==> src/rtl/chis_pkg.sv <==
// Package for the chained hash table: field widths, status and operation codes,
// parameter defaults, and the command/status structs between controller and datapath.
// Depends on nothing.
package chis_pkg;

  // Fixed widths of the transaction fields.
  localparam int unsigned KeyW    = 8;
  localparam int unsigned StatusW = 2;
  localparam int unsigned PosW    = 5;

  // Defaults for the top-level parameters.
  localparam int unsigned BucketsDef   = 7;
  localparam int unsigned PoolNodesDef = 16;
  localparam int unsigned KeyBitsDef   = 8;

  // Operation codes of the func field.
  localparam logic FuncInsert = 1'b0;
  localparam logic FuncSearch = 1'b1;

  // Result status codes.
  typedef enum logic [StatusW-1:0] {
    ST_INSERTED = 2'd0,
    ST_FOUND    = 2'd1,
    ST_NOTFOUND = 2'd2,
    ST_FULL     = 2'd3
  } status_e;

  // Commands from the controller to the datapath.
  typedef struct packed {
    logic    load;        // capture the input transaction and read its bucket head
    logic    insert;      // link a new node at the bucket head (ignored when full)
    logic    start;       // read the head node of the chain
    logic    step;        // read the node that the current link points to
    logic    res_set;     // load the result register
    status_e res_status;  // status to load
  } cmd_t;

  // Status from the datapath to the controller.
  typedef struct packed {
    logic is_search;
    logic full;
    logic head_empty;
    logic key_match;
    logic link_empty;
  } stat_t;

endpackage

==> src/rtl/chis_in_if.sv <==
// Input channel of the chained hash table: valid/ready handshake with func and key.
// Depends on chis_pkg.
interface chis_in_if
  import chis_pkg::*;
();
  logic            valid;
  logic            ready;
  logic            func;
  logic [KeyW-1:0] key;

  modport source (output valid, output func, output key, input ready);
  modport sink   (input valid, input func, input key, output ready);
endinterface

==> src/rtl/chis_out_if.sv <==
// Result channel of the chained hash table: valid/ready handshake with status and position.
// Depends on chis_pkg.
interface chis_out_if
  import chis_pkg::*;
();
  logic               valid;
  logic               ready;
  logic [StatusW-1:0] status;
  logic [PosW-1:0]    position;

  modport source (output valid, output status, output position, input ready);
  modport sink   (input valid, input status, input position, output ready);
endinterface

==> src/rtl/chis_ctrl.sv <==
// Controller of the chained hash table: one-hot state machine that sequences
// insert and chain walk. Depends on chis_pkg.
module chis_ctrl
  import chis_pkg::*;
(
  input  logic  clk_i,
  input  logic  rst_ni,
  input  logic  in_valid_i,
  output logic  in_ready_o,
  output logic  out_valid_o,
  input  logic  out_ready_i,
  input  stat_t stat_i,
  output cmd_t  cmd_o
);

  typedef enum logic [3:0] {
    S_IDLE = 4'b0001,
    S_EXEC = 4'b0010,
    S_WALK = 4'b0100,
    S_OUT  = 4'b1000
  } state_e;

  state_e state_q, state_d;

  // Next state and commands.
  always_comb begin
    state_d = state_q;
    cmd_o   = '0;
    cmd_o.res_status = ST_NOTFOUND;
    unique case (state_q)
      S_IDLE: begin
        if (in_valid_i) begin
          cmd_o.load = 1'b1;
          state_d    = S_EXEC;
        end
      end
      S_EXEC: begin
        // Head of the bucket is available now.
        if (!stat_i.is_search) begin
          cmd_o.insert     = 1'b1;
          cmd_o.res_set    = 1'b1;
          cmd_o.res_status = stat_i.full ? ST_FULL : ST_INSERTED;
          state_d          = S_OUT;
        end else if (stat_i.head_empty) begin
          cmd_o.res_set    = 1'b1;
          cmd_o.res_status = ST_NOTFOUND;
          state_d          = S_OUT;
        end else begin
          cmd_o.start = 1'b1;
          state_d     = S_WALK;
        end
      end
      S_WALK: begin
        // One chain node is compared per cycle.
        if (stat_i.key_match) begin
          cmd_o.res_set    = 1'b1;
          cmd_o.res_status = ST_FOUND;
          state_d          = S_OUT;
        end else if (stat_i.link_empty) begin
          cmd_o.res_set    = 1'b1;
          cmd_o.res_status = ST_NOTFOUND;
          state_d          = S_OUT;
        end else begin
          cmd_o.step = 1'b1;
        end
      end
      S_OUT: begin
        if (out_ready_i) begin
          state_d = S_IDLE;
        end
      end
      default: begin
        state_d = S_IDLE;
      end
    endcase
  end

  always_ff @(posedge clk_i or negedge rst_ni) begin
    if (!rst_ni) begin
      state_q <= S_IDLE;
    end else begin
      state_q <= state_d;
    end
  end

  assign in_ready_o  = (state_q == S_IDLE);
  assign out_valid_o = (state_q == S_OUT);

endmodule

==> src/rtl/chis_dp.sv <==
// Datapath of the chained hash table: bucket table, node pool memories, pool count,
// chain pointer and result register. Depends on chis_pkg.
module chis_dp
  import chis_pkg::*;
#(
  parameter int unsigned BUCKETS    = BucketsDef,
  parameter int unsigned POOL_NODES = PoolNodesDef,
  parameter int unsigned KEY_BITS   = KeyBitsDef
) (
  input  logic               clk_i,
  input  logic               rst_ni,
  input  logic               in_func_i,
  input  logic [KeyW-1:0]    in_key_i,
  input  cmd_t               cmd_i,
  output stat_t              stat_o,
  output logic [StatusW-1:0] status_o,
  output logic [PosW-1:0]    position_o
);

  // Stored key width, bucket index width, pointer (index + 1) and pool index widths.
  localparam int unsigned KW = (KEY_BITS < KeyW) ? KEY_BITS : KeyW;
  localparam int unsigned BW = (BUCKETS > 1) ? $clog2(BUCKETS) : 1;
  localparam int unsigned PW = $clog2(POOL_NODES + 1);
  localparam int unsigned IW = (POOL_NODES > 1) ? $clog2(POOL_NODES) : 1;
  localparam int unsigned NK = 2 ** KW;

  // Bucket of every possible key, fixed at elaboration.
  logic [BW-1:0] mod_tbl [NK];
  for (genvar g = 0; g < NK; g++) begin : g_mod
    assign mod_tbl[g] = BW'(g % BUCKETS);
  end

  logic [KW-1:0] key_in;
  logic [BW-1:0] bkt_in;
  assign key_in = in_key_i[KW-1:0];
  assign bkt_in = mod_tbl[key_in];

  // Captured transaction.
  logic          func_q;
  logic [KW-1:0] key_q;
  logic [BW-1:0] bucket_q;

  always_ff @(posedge clk_i) begin
    if (cmd_i.load) begin
      func_q   <= in_func_i;
      key_q    <= key_in;
      bucket_q <= bkt_in;
    end
  end

  // Pool fill count.
  logic [PW-1:0] used_q;
  logic          full;
  logic          do_ins;
  assign full   = (used_q == PW'(POOL_NODES));
  assign do_ins = cmd_i.insert && !full;

  always_ff @(posedge clk_i or negedge rst_ni) begin
    if (!rst_ni) begin
      used_q <= '0;
    end else if (do_ins) begin
      used_q <= used_q + PW'(1);
    end
  end

  // Bucket heads: memory plus one valid bit per bucket; an invalid bucket is empty.
  logic [PW-1:0]      head_mem [BUCKETS];
  logic [BUCKETS-1:0] head_vld_q;
  logic [PW-1:0]      head_rd_q;
  logic               head_vld_rd_q;
  logic [PW-1:0]      head;

  always_ff @(posedge clk_i) begin
    if (cmd_i.load) begin
      head_rd_q <= head_mem[bkt_in];
    end
    if (do_ins) begin
      head_mem[bucket_q] <= used_q + PW'(1);
    end
  end

  always_ff @(posedge clk_i or negedge rst_ni) begin
    if (!rst_ni) begin
      head_vld_q    <= '0;
      head_vld_rd_q <= 1'b0;
    end else begin
      if (cmd_i.load) begin
        head_vld_rd_q <= head_vld_q[bkt_in];
      end
      if (do_ins) begin
        head_vld_q[bucket_q] <= 1'b1;
      end
    end
  end

  assign head = head_vld_rd_q ? head_rd_q : '0;

  // Node pool: key and link memories with registered read.
  logic [KW-1:0] node_key_mem  [POOL_NODES];
  logic [PW-1:0] node_link_mem [POOL_NODES];
  logic [KW-1:0] nkey_rd_q;
  logic [PW-1:0] nlink_rd_q;
  logic [PW-1:0] rd_ptr;
  logic [PW-1:0] rd_idx;
  logic [IW-1:0] rd_addr;
  logic [IW-1:0] wr_addr;

  assign rd_ptr  = cmd_i.start ? head : nlink_rd_q;
  assign rd_idx  = rd_ptr - PW'(1);
  assign rd_addr = IW'(rd_idx);
  assign wr_addr = IW'(used_q);

  always_ff @(posedge clk_i) begin
    if (cmd_i.start || cmd_i.step) begin
      nkey_rd_q  <= node_key_mem[rd_addr];
      nlink_rd_q <= node_link_mem[rd_addr];
    end
    if (do_ins) begin
      node_key_mem[wr_addr]  <= key_q;
      node_link_mem[wr_addr] <= head;
    end
  end

  // Chain position of the node being compared.
  logic [PosW-1:0] pos_q;

  always_ff @(posedge clk_i) begin
    if (cmd_i.start) begin
      pos_q <= PosW'(1);
    end else if (cmd_i.step) begin
      pos_q <= pos_q + PosW'(1);
    end
  end

  // Result register.
  status_e         status_q;
  logic [PosW-1:0] position_q;

  always_ff @(posedge clk_i) begin
    if (cmd_i.res_set) begin
      status_q   <= cmd_i.res_status;
      position_q <= (cmd_i.res_status == ST_FOUND) ? pos_q : '0;
    end
  end

  assign status_o   = status_q;
  assign position_o = position_q;

  // Status toward the controller.
  always_comb begin
    stat_o.is_search  = (func_q == FuncSearch);
    stat_o.full       = full;
    stat_o.head_empty = (head == '0);
    stat_o.key_match  = (nkey_rd_q == key_q);
    stat_o.link_empty = (nlink_rd_q == '0);
  end

endmodule

==> src/rtl/chained_hash_insert_search.sv <==
// Chained hash table with insert and search over a fixed node pool.
// The result of an insert is set in the EXEC state; a search walks the chain in the WALK state
// (one node compared per cycle) until it finds the key or reaches the end of the chain.
// One transaction at a time: the next is accepted the cycle after the result is taken.
// Reset clears the bucket valid bits and the pool count at once; no clearing pass.
module chained_hash_insert_search
  import chis_pkg::*;
#(
  parameter int unsigned BUCKETS    = BucketsDef,
  parameter int unsigned POOL_NODES = PoolNodesDef,
  parameter int unsigned KEY_BITS   = KeyBitsDef
) (
  input  logic       clk_i,
  input  logic       rst_ni,
  chis_in_if.sink    in_i,
  chis_out_if.source out_o
);

  cmd_t  cmd;
  stat_t stat;

  // Sequencing of insert and chain walk.
  chis_ctrl u_ctrl (
    .clk_i       (clk_i),
    .rst_ni      (rst_ni),
    .in_valid_i  (in_i.valid),
    .in_ready_o  (in_i.ready),
    .out_valid_o (out_o.valid),
    .out_ready_i (out_o.ready),
    .stat_i      (stat),
    .cmd_o       (cmd)
  );

  // Storage and result.
  chis_dp #(
    .BUCKETS    (BUCKETS),
    .POOL_NODES (POOL_NODES),
    .KEY_BITS   (KEY_BITS)
  ) u_dp (
    .clk_i      (clk_i),
    .rst_ni     (rst_ni),
    .in_func_i  (in_i.func),
    .in_key_i   (in_i.key),
    .cmd_i      (cmd),
    .stat_o     (stat),
    .status_o   (out_o.status),
    .position_o (out_o.position)
  );

endmodule

==> src/flat_wrapper.sv <==
// flat-port wrapper written by rule: the top's interface ports become plain ports
module chained_hash_insert_search_flat import chis_pkg::*;
#(
  parameter int unsigned BUCKETS    = BucketsDef,
  parameter int unsigned POOL_NODES = PoolNodesDef,
  parameter int unsigned KEY_BITS   = KeyBitsDef
)
  (clk_i, rst_ni, in_i_valid, in_i_func, in_i_key, in_i_ready, out_o_valid, out_o_status, out_o_position, out_o_ready);
  chis_in_if in_i_i ();
  chis_out_if out_o_i ();
  input  logic clk_i;
  input  logic rst_ni;
  input wire logic [$bits(in_i_i.valid)-1:0] in_i_valid;
  input wire logic [$bits(in_i_i.func)-1:0] in_i_func;
  input wire logic [$bits(in_i_i.key)-1:0] in_i_key;
  output wire logic [$bits(in_i_i.ready)-1:0] in_i_ready;
  output wire logic [$bits(out_o_i.valid)-1:0] out_o_valid;
  output wire logic [$bits(out_o_i.status)-1:0] out_o_status;
  output wire logic [$bits(out_o_i.position)-1:0] out_o_position;
  input wire logic [$bits(out_o_i.ready)-1:0] out_o_ready;
  assign in_i_i.valid = in_i_valid;
  assign in_i_i.func = in_i_func;
  assign in_i_i.key = in_i_key;
  assign in_i_ready = in_i_i.ready;
  assign out_o_valid = out_o_i.valid;
  assign out_o_status = out_o_i.status;
  assign out_o_position = out_o_i.position;
  assign out_o_i.ready = out_o_ready;
  chained_hash_insert_search #(.BUCKETS(BUCKETS), .POOL_NODES(POOL_NODES), .KEY_BITS(KEY_BITS)) u_core (.clk_i(clk_i), .rst_ni(rst_ni), .in_i(in_i_i), .out_o(out_o_i));
endmodule
==> config.mk <==
export PLATFORM = sky130hd
export DESIGN_NAME = chained_hash_insert_search_flat
export DESIGN_NICKNAME = d
export VERILOG_FILES = /design/src/rtl/chis_pkg.sv /design/src/rtl/chis_in_if.sv /design/src/rtl/chis_out_if.sv /design/src/rtl/chis_ctrl.sv /design/src/rtl/chis_dp.sv /design/src/rtl/chained_hash_insert_search.sv /design/src/flat_wrapper.sv
export SDC_FILE = /design/constraint.sdc
export NUM_CORES = 1
export LEC_CHECK = 0
export BUFFER_PORTS_ARGS = -buffer_cell sky130_fd_sc_hd__buf_2
export CORE_UTILIZATION = 50
export CTS_BUF_LIST = sky130_fd_sc_hd__clkbuf_8
export DETAILED_ROUTE_END_ITERATION = 7
export HOLD_SLACK_MARGIN = 0.1
export PLACE_DENSITY = 0.78
export SLEW_MARGIN = 20
export SYNTH_ARGS = -nofsm -noshare
export SYNTH_HDL_FRONTEND = slang
export SYNTH_HIERARCHICAL = 1
export SYNTH_SLANG_ARGS = --single-unit
==> constraint.sdc <==
create_clock -name clk_i -period 6 [get_ports clk_i]
set_input_delay 0.9 -clock clk_i [delete_from_list [all_inputs] [get_ports clk_i]]
set_output_delay 0.9 -clock clk_i [all_outputs]
set_load 0.02 [all_outputs]
[Word-level counts from Yosys, hierarchy flattened]
Memories as Yosys holds them, arrays and structs flattened. A register that Yosys moved wholly into a read port is not among the register bits.
Cells that the tools add are included.
Storage, ports and cells
  RAM bits: 243
  logic and storage cells: 72
  memories kept: 4
  register bits after elaboration: 41
  memory bits (read-only): 768
  output and inout bits: 9
  input port bits: 13
Cells by class
  mux-type cells: 32
  $lt $le $gt $ge: 4
  equal/unequal tests: 10
  add/sub/neg operators: 3
  reductions and logical operators: 7
  bitwise gates (word level): 2
Memories
  (no name shown): depth 256, width 3, rd ports 1, clocked after Yosys merged registers in 0, write ports 0, RTL line chis_dp.sv:36  | assign bkt_in = mod_tbl[key_in];
  u_core.u_dp.node_key_mem: depth 16, width 8, rd ports 1, clocked after Yosys merged registers in 1, write ports 1, RTL line chis_dp.sv:99  | logic [KW-1:0] node_key_mem [POOL_NODES];
  u_core.u_dp.node_link_mem: depth 16, width 5, rd ports 1, clocked after Yosys merged registers in 1, write ports 1, RTL line chis_dp.sv:100  | logic [PW-1:0] node_link_mem [POOL_NODES];
  u_core.u_dp.head_mem: depth 7, width 5, rd ports 1, clocked after Yosys merged registers in 1, write ports 1, RTL line chis_dp.sv:67  | logic [PW-1:0] head_mem [BUCKETS];
Operators by type and width (count)
  two-way mux 4 bit: 7
  two-way mux 3 bit: 6
  case mux 4 bit (4 select lines): 1
  two-way mux 1 bit: 12
  adder 5 x 1 -> 5 bit (second input constant): 2
  logical NOT 5 bit: 2
  >= comparator 9 bit (second input constant): 1
  inverter 8 -> 9 bit: 1
  == test 8 bit: 1
  less-than comparator 3 x 4 -> 1 bit (second input constant): 2
  bitwise OR 7 bit: 1
  case mux 3 bit (2 select lines): 1
  == test 5 bit (second input constant): 1
  two-way mux 5 bit: 1
  == test 4 x 1 -> 1 bit (second input constant): 1
  == test 4 x 2 -> 1 bit (second input constant): 1
  == test 4 x 3 -> 1 bit (second input constant): 1
  == test 4 bit (second input constant): 1
  two-way mux 2 bit: 2
  subtractor 4 x 1 -> 4 bit (second input constant): 1
  binary-select mux 1 bit (select 3 bit): 1
  demux 1 bit (select 3 bit): 1
  >= comparator 3 x 1 -> 1 bit (second input constant): 1
  inequality test 3 x 1 -> 1 bit (second input constant): 1
  other kinds (7): 8

[Logic depth before layout (Yosys ltp)]
Gate-level depths: netlist (run 1).
  depth after elaboration: 8
  mapped depth: 17
  mapped depth without buffers: 13

[Hierarchy]
Netlist (run 1), hierarchy kept.
By module, submodules not included
  chis_dp: instances 1, area an instance 13538.0 µm², cells an instance 851
  chis_ctrl: instances 1, area an instance 299.0 µm², cells an instance 33

[Least setup slack after synthesis (run 1)]
No wires, ideal clock.
  path type: register to register
  from: register u_core.u_dp.head_vld_rd_q
  to: register u_core.u_dp.nkey_rd_q[4], read port of u_core.u_dp.node_key_mem, data pin
  cell stages (with the launch flop): 17
  data arrival time: 4.390 ns
  required time: 5.730 ns
  setup slack: 1.340 ns
  library setup time: 0.270 ns
  period minus slack after synthesis: 4.660 ns
  path buffers: 6
  cell sequence: dfrtp_1 -> and2_1 -> or3_1 -> nor3_1 -> nor2b_1 -> nor2b_2 -> buf_2 -> mux2i_2 -> buf_2 -> buf_2 -> ha_1 -> clkbuf_1 -> clkbuf_1 -> clkbuf_1 -> mux4_2 -> mux2i_1 -> a21oi_1
RTL lines
  from (decl): RTL line chis_dp.sv:70  | logic head_vld_rd_q;
  from (signal assigned): RTL line chis_dp.sv:88  | head_vld_rd_q <= head_vld_q[bkt_in];
  to (decl): RTL line chis_dp.sv:101  | logic [KW-1:0] nkey_rd_q;

==> out/results.tsv, run 1 <==
stage	metric	value	unit
sta	fmax	218	MHz
outcome	status	finished clean	
final_layout	Final #Nets	942	
route	DR vias/cell	6.14	
logic_synthesis	Post-Synth XOR/XNOR Area	0.0182	
logic_synthesis	top cell type's share of synthesized area	0.608	
floorplan	Die Area	0.0283	mm^2
critical_path	crit-path cells	nand2_1 -> inv_1 -> or3_1 -> nor3_1 -> nor2b_1 -> nor2b_2 -> mux2i_1 -> ha_2 -> buf_4 -> mux4_2 -> mux2i_1 -> a21oi_1	
placed_design	Area after DPL	0.0142	mm^2
grt	largest net degree at the start of global routing	60	
cts	Worst-path clk slew	0.07	ns
logic_synthesis	sequential-to-total area share from yosys stat	0.646	
route	Initial DRT Pass Iterations	6	
cts	Post-CTS Resized	0	
sta	ratio of final minimum period to clock period	0.764	
critical_path	r2r startpoint	u_core/u_dp/head_vld_rd_q	
critical_path	CP dominant cell by count	mux2i_1	
route	DRC viols	0	
logic_synthesis	Synth Area in Adders	0.0127	
power	LEAKAGE	5.22	nW
power	VDD IR max	0.179	mV
critical_path	Slowest cell on crit path	ha_2	
route	highest routed layer	met4	
sta	setup TNS	0	ns
critical_path	endpoint class of the critical path	register	
cts	CTS tree	yes	
logic_synthesis	EDFF count, synth	280	
floorplan	io pins	22	
floorplan	floorplan core area	0.0270	mm^2
cts	total setup buffers inserted after CTS	0	
floorplan	Die Width	168	um
logic_synthesis	FFs w/ async S/R, synth	0.0563	
final_layout	fraction of layout cells with a size suffix above 1	0.209	
critical_path	Required @ worst endpoint	6.29	ns
logic_synthesis	Synth Area in Simple Gates	0.0907	
worst_hold_path	HP Class	in -> async	
logic_synthesis	synth top area cells	edfxtp_1 61%, mux4_2 9.3%, mux2i_1 3.3%, dfrtp_1 2.9%, a211oi_1 1.3%	
final_layout	cell area after layout	0.0152	mm^2
logic_synthesis	Syn Area/Cell	15.7	um^2
logic_synthesis	multiplexer share of the synthesized area	0.138	
grt	initial antenna violation count	0	
grt	first-pass GRT wire length	42900	um
sta	final count of pins violating max slew	0	
final_layout	most common cell after layout, fill and taps aside	edfxtp_1	
placed_design	Post-DP HPWL	17400	um
critical_path	CP Class	reg -> reg	
route	initial drt markers	840	
logic_synthesis	Synth Area in Compound Gates	0.0693	
cts	hold buffer count at CTS	0	
sta	min Tclk post-route	4.58	ns
route	final WL	27500	um
route	met2 WL	13200	um
sta	Layout Skew	0.0400	ns
power	power density cells	357	mW/mm^2
floorplan	Initial Util	0.512	
floorplan	DIE HEIGHT	168	um
logic_synthesis	syn_nets	911	
sta	Rel. slew slack	0.273	
sta	worst-margin pin slew	1.09	ns
grt	gr ovfl total	0	
cts	clock tree root buffer cell	clkbuf_8	
logic_synthesis	Yosys warning total	6	
critical_path	Reg2Reg Depth	12	
critical_path	critical path peak fanout	36	
floorplan	Rows	60	
route	vias	7931	
logic_synthesis	largest family of logic cells by synthesized area	multiplexers	
final_layout	Post-Route Utilization	0.563	
logic_synthesis	post-synth top area cell	edfxtp_1	
route	met3 WL	1530	um
sta	final hold slack	0.278	ns
sta	final setup violating endpoints	0	
logic_synthesis	Main synth FF type	edfxtp_1	
critical_path	element type at the critical path start	register	
placed_design	PortBufs	21	
logic_synthesis	flops & latches, synth	302	
final_layout	diode count	0	
sta	final hold vios	0	
cts	clock tree buffer depth	3	
route	DRT met1 WL	12100	um
cts	Sink Count	302	
critical_path	R2R setup slack	1.42	ns
grt	vias in the first global route	7766	
cts	cts bufs inserted	45	
placed_design	Placed Cells incl. Taps	1208	
final_layout	leading cell types in the layout, fill and taps excluded	280 x edfxtp_1, 57 x mux4_2, 51 x clkbuf_8	
critical_path	max incr delay on CP	1.03	ns
grt	GRT Overall Usage	0.195	
placed_design	routability cong.	0.907	
final_layout	Synth-to-Final Area Change	9.90	%
critical_path	Reg2Reg Capture Point	u_core/u_dp/nkey_rd_q[2]	
logic_synthesis	Syn Std Cell Area	0.0138	mm^2
cts	Worst-Skew Late Latency	0.55	ns
route	per-cell routed wire length	21.3	um
route	Routed Antenna Nets	0	
job	max_cap viols	0	
logic_synthesis	unique cell type count in the Yosys netlist	82	
final_layout	Finished Layout Cells	1292	
critical_path	CP arrival	4.87	ns
cts	htree depth	2	
logic_synthesis	Gate Count Post-Synth	884	
sta	RSZ-0062 raised after global routing	false	
final cells by class:
| type | count | area, um^2 |
|---|---|---|
| Multi-Input combinational cell | 513 | 4610 |
| Sequential cell | 302 | 8930 |
| Fill cell | 2062 | 11800 |
| Timing Repair Buffer | 37 | 238 |
| Clock buffer | 51 | 702 |
| Inverter | 16 | 60.1 |
| Clock inverter | 32 | 233 |
| Tap cell | 341 | 427 |
power breakdown:
part           switching [mW]  internal, mW
Clock                   0.748         0.951
Combinational           0.598         0.430
Sequential              0.136          2.57
Total                    1.48          3.95
kinds of logic (layout without fill, tap and decap cells):
group                      count (synthesis)  count (layout)
adders and majority gates                 14              14
and+or+nand+nor                          221             221
AOI/OAI and AO/OA                        134             134
muxes                                    117             117
xor gates and xnor gates                  27              27
buffers and inverters                     69             136
DFF                                      302             302
layer usage:
layer  up-vias  track usage
li1       3581            -
met1      3962        0.272
met2       333        0.320
met3        55       0.0247
met4         0       0.0660
met5         -            0
worst max-delay path: cells and delay by family (launching register included):
kind	cells	cell delay (ns)
AO/OA/AOI/OAI	1	0.13
adder cells (fa/ha/maj)	1	1.03
buffers and inverters	2	0.76
flip-flops	1	0.41
multiplexers	3	0.80
AND/OR/NAND/NOR	5	1.17
per-stage QoR:
| stage | power, mW | setup slack, ns |
|---|---|---|
| detailed placement | 3.76 | 1.23 |
| global route | 5.66 | 1.01 |
| finish | 5.44 | 1.42 |
| floorplan | 3.45 | 1.34 |
| global placement | 3.72 | 1.41 |
| CTS | 5.45 | 1.33 |
Yosys cell counts (8+ instances only):
cell type / instances
edfxtp_1: 280
mux4_2: 57
nor2_1: 48
mux2i_1: 45
a21oi_1: 29
nand2_1: 25
a211oi_1: 24
and2_1: 24
clkbuf_1: 22
nor2b_1: 21
o21ai_0: 19
xnor2_1: 19
buf_2: 17
dfrtp_1: 16
nor3_1: 15
ha_1: 14
inv_1: 13
mux2_2: 12
nand3_1: 12
nand2b_1: 10
and3_1: 9
or2_2: 9
buf_4: 8
nand4_1: 8
nor3b_1: 8
registers in the layout (all words and copies together), names as in the netlist:
register / count
u_core/u_dp/nlink_rd_q: 5
u_core/u_dp/head_mem: 35
u_core/u_dp/pos_q: 5
u_core/u_dp/status_o: 2
u_core/u_dp/node_key_mem: 128
u_core/u_dp/head_vld_rd_q: 1
u_core/u_ctrl/state_q: 4
u_core/u_dp/key_q: 8
u_core/u_dp/func_q: 1
u_core/u_dp/bucket_q: 3
u_core/u_dp/nkey_rd_q: 8
u_core/u_dp/head_rd_q: 5
u_core/u_dp/position_o: 5
u_core/u_dp/node_link_mem: 80
u_core/u_dp/head_vld_q: 7
u_core/u_dp/used_q: 5
worst max path at each step:
stage                                           end                      start  depth (start not counted)  slack [ns]
after floorplan            u_core/u_dp/nkey_rd_q[4]  u_core/u_dp/head_vld_rd_q                         16        1.34
after global placement    u_core/u_dp/head_vld_rd_q                in_i_key[0]                         11        1.41
after detailed placement  u_core/u_dp/head_vld_rd_q                in_i_key[0]                         11        1.23
after CTS                  u_core/u_dp/nkey_rd_q[2]  u_core/u_dp/head_vld_rd_q                         12        1.33
after global routing       u_core/u_dp/nkey_rd_q[2]  u_core/u_dp/head_vld_rd_q                         13        1.01
final                      u_core/u_dp/nkey_rd_q[2]  u_core/u_dp/head_vld_rd_q                         12        1.42
Note: power is estimated with default switching activity, not from simulation.
==> inputs of run 2 (changes only) <==
Settings changed: ABC_AREA set to 1.
Clock period 6 ns to 4.53 ns, I/O delays scaled along.
==> out/results.tsv, run 2 <==
stage	metric	value	unit	change
outcome	status	finished clean		unchanged
floorplan	floorplan core area	0.0270	mm^2	unchanged
logic_synthesis	sequential-to-total area share from yosys stat	0.646		about the same
floorplan	DIE HEIGHT	168	um	about the same
final_layout	cell area after layout	0.0149	mm^2	was 0.0152 mm^2
critical_path	max incr delay on CP	0.56	ns	was 1.03 ns
logic_synthesis	count leader, synth	edfxtp_1		unchanged
critical_path	Reg2Reg Depth	13		was 12
route	initial drt markers	1205		was 840
logic_synthesis	largest family of logic cells by synthesized area	simple AND/OR/NAND/NOR gates		was multiplexers
sta	ratio of final minimum period to clock period	0.802		was 0.764
critical_path	crit-path cells	nand2_1 -> inv_1 -> nor3_1 -> inv_1 -> nand2_1 -> nor2_1 -> inv_1 -> o21ai_1 -> xor2_2 -> buf_4 -> o221ai_1 -> o211ai_1 -> nand2_1		was nand2_1 -> inv_1 -> or3_1 -> nor3_1 -> nor2b_1 -> nor2b_2 -> mux2i_1 -> ha_2 -> buf_4 -> mux4_2 -> mux2i_1 -> a21oi_1
critical_path	critical path peak fanout	21		was 36
cts	clock tree root buffer cell	clkbuf_8		unchanged
logic_synthesis	Synth Area in Adders	0.0127		about the same
logic_synthesis	flops & latches, synth	302		unchanged
sta	RSZ-0062 raised after global routing	false		unchanged
floorplan	Die Width	168	um	about the same
cts	cts bufs inserted	45		unchanged
power	power density cells	493	mW/mm^2	was 357 mW/mm^2
power	VDD IR max	0.247	mV	was 0.179 mV
sta	fmax	275	MHz	was 218 MHz
route	Initial DRT Pass Iterations	5		was 6
grt	initial antenna violation count	0		unchanged
sta	final hold vios	0		unchanged
placed_design	Post-DP HPWL	18600	um	was 17400 um
critical_path	Reg2Reg Capture Point	u_core/u_dp/nlink_rd_q[0]		was u_core/u_dp/nkey_rd_q[2]
logic_synthesis	Synth Area in Compound Gates	0.0966		was 0.0693
cts	Worst-path clk slew	0.06	ns	was 0.07 ns
floorplan	Die Area	0.0283	mm^2	about the same
logic_synthesis	top cell type's share of synthesized area	0.608		about the same
logic_synthesis	synth cell count leaders	280 x edfxtp_1, 208 x nand2_1, 148 x nand3_1		was 280 x edfxtp_1, 57 x mux4_2, 48 x nor2_1
critical_path	r2r startpoint	u_core/u_dp/head_vld_rd_q		unchanged
floorplan	Initial Util	0.512		about the same
sta	min Tclk post-route	3.63	ns	was 4.58 ns
cts	CTS tree	yes		unchanged
placed_design	PortBufs	21		unchanged
logic_synthesis	EDFF count, synth	280		unchanged
grt	largest net degree at the start of global routing	105		was 60
critical_path	CP arrival	3.94	ns	was 4.87 ns
cts	clock tree buffer depth	3		unchanged
sta	setup TNS	0	ns	unchanged
job	max_cap viols	0		unchanged
final_layout	Final #Nets	1313		was 942
final_layout	diode count	0		unchanged
final_layout	# fillers	2227		was 2062
worst_hold_path	HP Class	in -> reg		was in -> async
logic_synthesis	post-synth top area cell	edfxtp_1		unchanged
critical_path	endpoint class of the critical path	register		unchanged
logic_synthesis	Post-Synth XOR/XNOR Area	0.0100		was 0.0182
grt	GRT Overall Usage	0.225		was 0.195
logic_synthesis	syn_nets	1301		was 911
grt	gr ovfl total	0		unchanged
logic_synthesis	multiplexer share of the synthesized area	0		was 0.138
logic_synthesis	Main synth FF type	edfxtp_1		unchanged
cts	htree depth	2		unchanged
floorplan	io pins	22		unchanged
grt	vias in the first global route	9301		was 7766
critical_path	Required @ worst endpoint	4.83	ns	was 6.29 ns
critical_path	CP Class	reg -> reg		unchanged
final_layout	Largest register FFs	128		unchanged
final_layout	leading cell types in the layout, fill and taps excluded	280 x edfxtp_1, 208 x nand2_1, 148 x nand3_1		was 280 x edfxtp_1, 57 x mux4_2, 51 x clkbuf_8
cts	Sink Count	302		unchanged
final_layout	most common cell after layout, fill and taps aside	edfxtp_1		unchanged
route	DR vias/cell	5.90		was 6.14
grt	first-pass GRT wire length	49200	um	was 42900 um
logic_synthesis	Synth Area in Simple Gates	0.182		was 0.0907
cts	total setup buffers inserted after CTS	0		unchanged
route	DRC viols	0		unchanged
worst_hold_path	worst hold path depth	1		
floorplan	Rows	60		unchanged
critical_path	Slowest cell on crit path	xor2_2		was ha_2
logic_synthesis	Syn Area/Cell	10.9	um^2	was 15.7 um^2
power	LEAKAGE	5.67	nW	was 5.22 nW
final_layout	FF/Latch Area	0.00893	mm^2	unchanged
critical_path	element type at the critical path start	register		unchanged
route	vias	9766		was 7931
critical_path	R2R setup slack	0.90	ns	was 1.42 ns
power	Pwr Total	7.36	mW	was 5.44 mW
sta	final count of pins violating max slew	0		unchanged
critical_path	Worst Setup EP	u_core/u_dp/nlink_rd_q[0]		was u_core/u_dp/nkey_rd_q[2]
final_layout	Largest regs	u_core/u_dp/node_key_mem: 128 flops, u_core/u_dp/node_link_mem: 80 flops, u_core/u_dp/head_mem: 35 flops		unchanged
route	Routed Antenna Nets	0		unchanged
final_layout	fraction of layout cells with a size suffix above 1	0.107		was 0.209
logic_synthesis	FFs w/ async S/R, synth	0.0563		unchanged
cts	Worst-Skew Late Latency	0.57	ns	was 0.55 ns
critical_path	crit path launch	u_core/u_dp/head_vld_rd_q		unchanged
placed_design	routability cong.	0.886		was 0.907
sta	final setup violating endpoints	0		unchanged
final_layout	Biggest register	u_core/u_dp/node_key_mem		unchanged
final_layout	footprint of the multi-input gates	0.00418	mm^2	was 0.00461 mm^2
logic_synthesis	Syn Std Cell Area	0.0138	mm^2	about the same
logic_synthesis	Yosys warning total	6		unchanged
logic_synthesis	Gate Count Post-Synth	1274		was 884
route	final WL	31700	um	was 27500 um
sta	worst-margin pin slew	1.10	ns	was 1.09 ns
sta	Rel. slew slack	0.266		was 0.273
logic_synthesis	unique cell type count in the Yosys netlist	43		was 82
logic_synthesis	synth top area cells	edfxtp_1 61%, nand2_1 5.6%, nand3_1 5.4%, o21ai_0 4.6%, nor2_1 3.7%		was edfxtp_1 61%, mux4_2 9.3%, mux2i_1 3.3%, dfrtp_1 2.9%, a211oi_1 1.3%
route	per-cell routed wire length	19.1	um	was 21.3 um
sta	Layout Skew	0.0414	ns	was 0.0400 ns
final_layout	Synth-to-Final Area Change	7.97	%	was 9.90%
placed_design	Area after DPL	0.0141	mm^2	was 0.0142 mm^2
run 2: changes by cell type in the layout (fill, tap and decap cells not counted), sizes merged, moves of 33 or more:
cell,previous run,this run
nand2,25,227
nand3,12,156
o21ai,22,137
nor2,48,145
inv,35,114
mux4,57,0
mux2i,46,0
o221ai,1,34
run 2: repair_timing:
action | 4_1_cts | 5_1_grt
hold buffers | 1 | 0
hold endpoints to repair | 16 | 0
gates resized for setup | 0 | 0
run 2: layer usage:
metal,global-route usage,routed length [um],share of wire,vias up
li1,-,-,-,4535
met1,0.305,13100,0.41,4684
met2,0.367,15100,0.48,479
met3,0.0353,2680,0.085,68
met4,0.0870,778,0.025,0
met5,0,0,0,-
run 2: how the worst min path moves through the flow:
stage                                            to  slack (ns)                 startpoint
after floorplan            u_core/u_ctrl/state_q[1]        0.38                     rst_ni
after global placement    u_core/u_dp/head_vld_q[5]        0.44  u_core/u_dp/head_vld_q[5]
after detailed placement  u_core/u_dp/head_vld_q[0]        0.45  u_core/u_dp/head_vld_q[0]
after CTS                        u_core/u_dp/func_q        0.28                  in_i_func
after global routing             u_core/u_dp/func_q        0.29                  in_i_func
final                            u_core/u_dp/func_q        0.31                  in_i_func
run 2: critical path, delay by kind of cell (launching register included):
family / cells / cell delay, ns
AOI/OAI and AO/OA: 3 / 0.64
xor gates and xnor gates: 1 / 0.56
buffers and inverters: 4 / 1.04
DFF: 1 / 0.41
and+or+nand+nor: 5 / 0.72
run 2: layout make-up:
| type | count | share of cell area |
|---|---|---|
| inverters | 99 | 0.0252 |
| well taps | 341 | 0.0286 |
| repair buffers | 31 | 0.0122 |
| flip-flops and latches | 302 | 0.598 |
| multi-input cells | 807 | 0.280 |
| clock inverters | 28 | 0.0120 |
| clock buffers | 48 | 0.0442 |
run 2: through the flow:
| step | hold slack (ns) | utilization | instances | worst slack [ns] |
|---|---|---|---|---|
| after floorplan | 0.384 | - | 1274 | 1.51 |
| after global placement | 0.440 | 0.521 | 1579 | 1.13 |
| after detailed placement | 0.450 | 0.521 | 1579 | 0.933 |
| after CTS | 0.282 | 0.553 | 1656 | 0.897 |
| after global routing | 0.291 | 0.553 | 1656 | 0.586 |
| final | 0.310 | 0.553 | 1656 | 0.898 |
run 2: power by group:
part / internal, mW / switching, mW / total, mW
Combinational: 0.490 / 1.21 / 1.70
Sequential: 3.43 / 0.157 / 3.59
Clock: 1.09 / 0.986 / 2.08
Total: 5.01 / 2.35 / 7.36
run 2: cell families after synthesis:
| logic type | count (synthesis) |
|---|---|
| AO/OA/AOI/OAI | 222 |
| XOR/XNOR | 15 |
| adder cells (fa/ha/maj) | 14 |
| buffers and inverters | 165 |
| flip-flops | 302 |
| AND/OR/NAND/NOR | 556 |
==> inputs of run 3 (changes only) <==
Clock period 4.53 ns to 3.44 ns, I/O delays scaled along.
==> out/results.tsv, run 3 (same netlist as run 2, synthesis figures left out) <==
stage	metric	value	unit	change
placed_design	routability cong.	0.875		was 0.886
critical_path	element type at the critical path start	register		unchanged
critical_path	CP Class	reg -> reg		unchanged
sta	setup TNS	0	ns	unchanged
sta	Rel. slew slack	0.358		was 0.266
critical_path	crit-path cells	nand2_1 -> clkinvlp_4 -> nor3_1 -> inv_1 -> nand2_1 -> nor2_1 -> or2_1 -> nand2_2 -> ha_1 -> inv_1 -> buf_4 -> o21ai_0 -> o221ai_1 -> nand3_1 -> nand2_1		was nand2_1 -> inv_1 -> nor3_1 -> inv_1 -> nand2_1 -> nor2_1 -> inv_1 -> o21ai_1 -> xor2_2 -> buf_4 -> o221ai_1 -> o211ai_1 -> nand2_1
grt	vias in the first global route	9480		was 9301
floorplan	DIE HEIGHT	168	um	unchanged
sta	min Tclk post-route	3.02	ns	was 3.63 ns
critical_path	R2R setup slack	0.42	ns	was 0.90 ns
placed_design	PortBufs	21		unchanged
final_layout	Biggest register	u_core/u_dp/node_key_mem		unchanged
cts	Worst-path clk slew	0.06	ns	about the same
critical_path	r2r startpoint	u_core/u_dp/head_vld_rd_q		unchanged
sta	RSZ-0062 raised after global routing	false		unchanged
placed_design	Post-DP HPWL	19600	um	was 18600 um
route	vias	9811		was 9766
final_layout	most common cell after layout, fill and taps aside	edfxtp_1		unchanged
sta	final count of pins violating max slew	0		unchanged
final_layout	fraction of layout cells with a size suffix above 1	0.117		was 0.107
cts	Sink Count	302		unchanged
critical_path	CP dominant cell by count	nand2_1		
grt	gr ovfl total	0		unchanged
floorplan	Die Width	168	um	unchanged
route	DRC viols	0		unchanged
final_layout	cell area after layout	0.0151	mm^2	was 0.0149 mm^2
power	Pwr Total	9.73	mW	was 7.36 mW
final_layout	Synth-to-Final Area Change	8.87	%	was 7.97%
final_layout	Finished Layout Cells	1678		was 1656
critical_path	critical path peak fanout	31		was 21
cts	Worst-Skew Late Latency	0.57	ns	about the same
sta	Layout Skew	0.0567	ns	was 0.0414 ns
placed_design	Placement Setup Slack	0.110	ns	was 0.933 ns
critical_path	endpoint class of the critical path	register		unchanged
sta	Setup WS post-layout	0.420	ns	was 0.898 ns
cts	CTS tree	yes		unchanged
cts	clock tree root buffer cell	clkbuf_8		unchanged
route	final WL	32100	um	was 31700 um
floorplan	Rows	60		unchanged
critical_path	max incr delay on CP	0.43	ns	was 0.56 ns
cts	cts bufs inserted	46		was 45
route	DR vias/cell	5.85		was 5.90
cts	htree depth	2		unchanged
placed_design	Placed Cells incl. Taps	1591		was 1579
route	initial drt markers	1139		was 1205
route	per-cell routed wire length	19.1	um	about the same
worst_hold_path	HP Class	in -> reg		unchanged
final_layout	Largest regs	u_core/u_dp/node_key_mem: 128 flops, u_core/u_dp/node_link_mem: 80 flops, u_core/u_dp/head_mem: 35 flops		unchanged
final_layout	diode count	0		unchanged
sta	ratio of final minimum period to clock period	0.878		was 0.802
critical_path	Worst Setup EP	u_core/u_dp/nlink_rd_q[1]		was u_core/u_dp/nlink_rd_q[0]
floorplan	io pins	22		unchanged
critical_path	CP arrival	3.45	ns	was 3.94 ns
route	Routed Antenna Nets	0		unchanged
placed_design	Area after DPL	0.0142	mm^2	was 0.0141 mm^2
grt	initial antenna violation count	0		unchanged
route	Initial DRT Pass Iterations	8		was 5
grt	first-pass GRT wire length	50500	um	was 49200 um
outcome	status	finished clean		unchanged
critical_path	Reg2Reg Capture Point	u_core/u_dp/nlink_rd_q[1]		was u_core/u_dp/nlink_rd_q[0]
cts	clock tree buffer depth	3		unchanged
final_layout	Post-Route Utilization	0.557		was 0.553
sta	final hold slack	0.123	ns	was 0.310 ns
critical_path	Required @ worst endpoint	3.87	ns	was 4.83 ns
power	VDD IR max	0.326	mV	was 0.247 mV
sta	final setup violating endpoints	0		unchanged
grt	largest net degree at the start of global routing	105		unchanged
sta	final hold vios	0		unchanged
power	power density cells	646	mW/mm^2	was 493 mW/mm^2
final_layout	Largest register FFs	128		unchanged
floorplan	Initial Util	0.512		unchanged
final_layout	leading cell types in the layout, fill and taps excluded	280 x edfxtp_1, 208 x nand2_1, 148 x nand3_1		unchanged
final_layout	Final #Nets	1327		was 1313
floorplan	floorplan core area	0.0270	mm^2	unchanged
sta	worst-margin pin slew	0.955	ns	was 1.10 ns
floorplan	Die Area	0.0283	mm^2	unchanged
critical_path	crit path launch	u_core/u_dp/head_vld_rd_q		unchanged
sta	fmax	331	MHz	was 275 MHz
job	max_cap viols	0		unchanged
power	LEAKAGE	5.76	nW	was 5.67 nW
grt	GRT Overall Usage	0.230		was 0.225
critical_path	Slowest cell on crit path	dfrtp_1		was xor2_2
critical_path	Reg2Reg Depth	15		was 13
-- run 3: cell count changes in the layout (fill, tap and decap cells not counted), sizes merged --
| cell | previous run | this run |
|---|---|---|
| clkinvlp | 1 | 2 |
| buf | 30 | 43 |
| inv | 114 | 121 |
| bufinv | 2 | 0 |
| clkbuf | 48 | 51 |
-- run 3: worst min-delay path by stage --
stage          cells past startpoint                      start  slack [ns]                         to
2_1_floorplan                      0                     rst_ni        0.22   u_core/u_ctrl/state_q[1]
3_3_place_gp                       1       u_core/u_dp/pos_q[4]        0.44       u_core/u_dp/pos_q[4]
3_5_place_dp                       2  u_core/u_dp/head_vld_q[2]        0.45  u_core/u_dp/head_vld_q[2]
4_1_cts                            1                  in_i_func        0.11         u_core/u_dp/func_q
5_1_grt                            1                  in_i_func        0.11         u_core/u_dp/func_q
6_report                           1                  in_i_func        0.12         u_core/u_dp/func_q
-- run 3: timing repair --
action / 4_1_cts / 5_1_grt
hold buffers: 1 / 0
buffers inserted: 0 / 1
setup endpoints to repair: 0 / 13
gates resized for setup: 0 / 4
hold endpoints to repair: 16 / 0
-- run 3: worst max-delay path: cells and delay by family, from the launching register on --
| kind | cells | cell delay [ns] |
|---|---|---|
| and+or+nand+nor | 8 | 1.22 |
| buffers and inverters | 4 | 0.57 |
| adders and majority gates | 1 | 0.26 |
| DFF | 1 | 0.43 |
| AOI/OAI and AO/OA | 2 | 0.41 |
-- run 3: layer usage --
layer	share of wire	wire length, um	up-vias	GRT usage
li1	-	-	4561	-
met5	0	0	-	0
met3	0.081	2610	72	0.0334
met2	0.48	15300	478	0.381
met4	0.025	791	0	0.0834
met1	0.42	13300	4700	0.310
-- run 3: layout make-up --
cell class,count,area [um^2]
clock buffer,51,702
clock inverter,34,154
fill,2192,12000
inverter,99,383
multi-input combinational,807,4180
sequential,302,8930
tap,341,427
timing repair buffer,44,284
-- run 3: power breakdown --
| group | switching [mW] | total [mW] | internal (mW) |
|---|---|---|---|
| clock network | 1.32 | 2.69 | 1.37 |
| registers | 0.163 | 4.68 | 4.51 |
| logic | 1.67 | 2.37 | 0.696 |
| total | 3.15 | 9.73 | 6.58 |
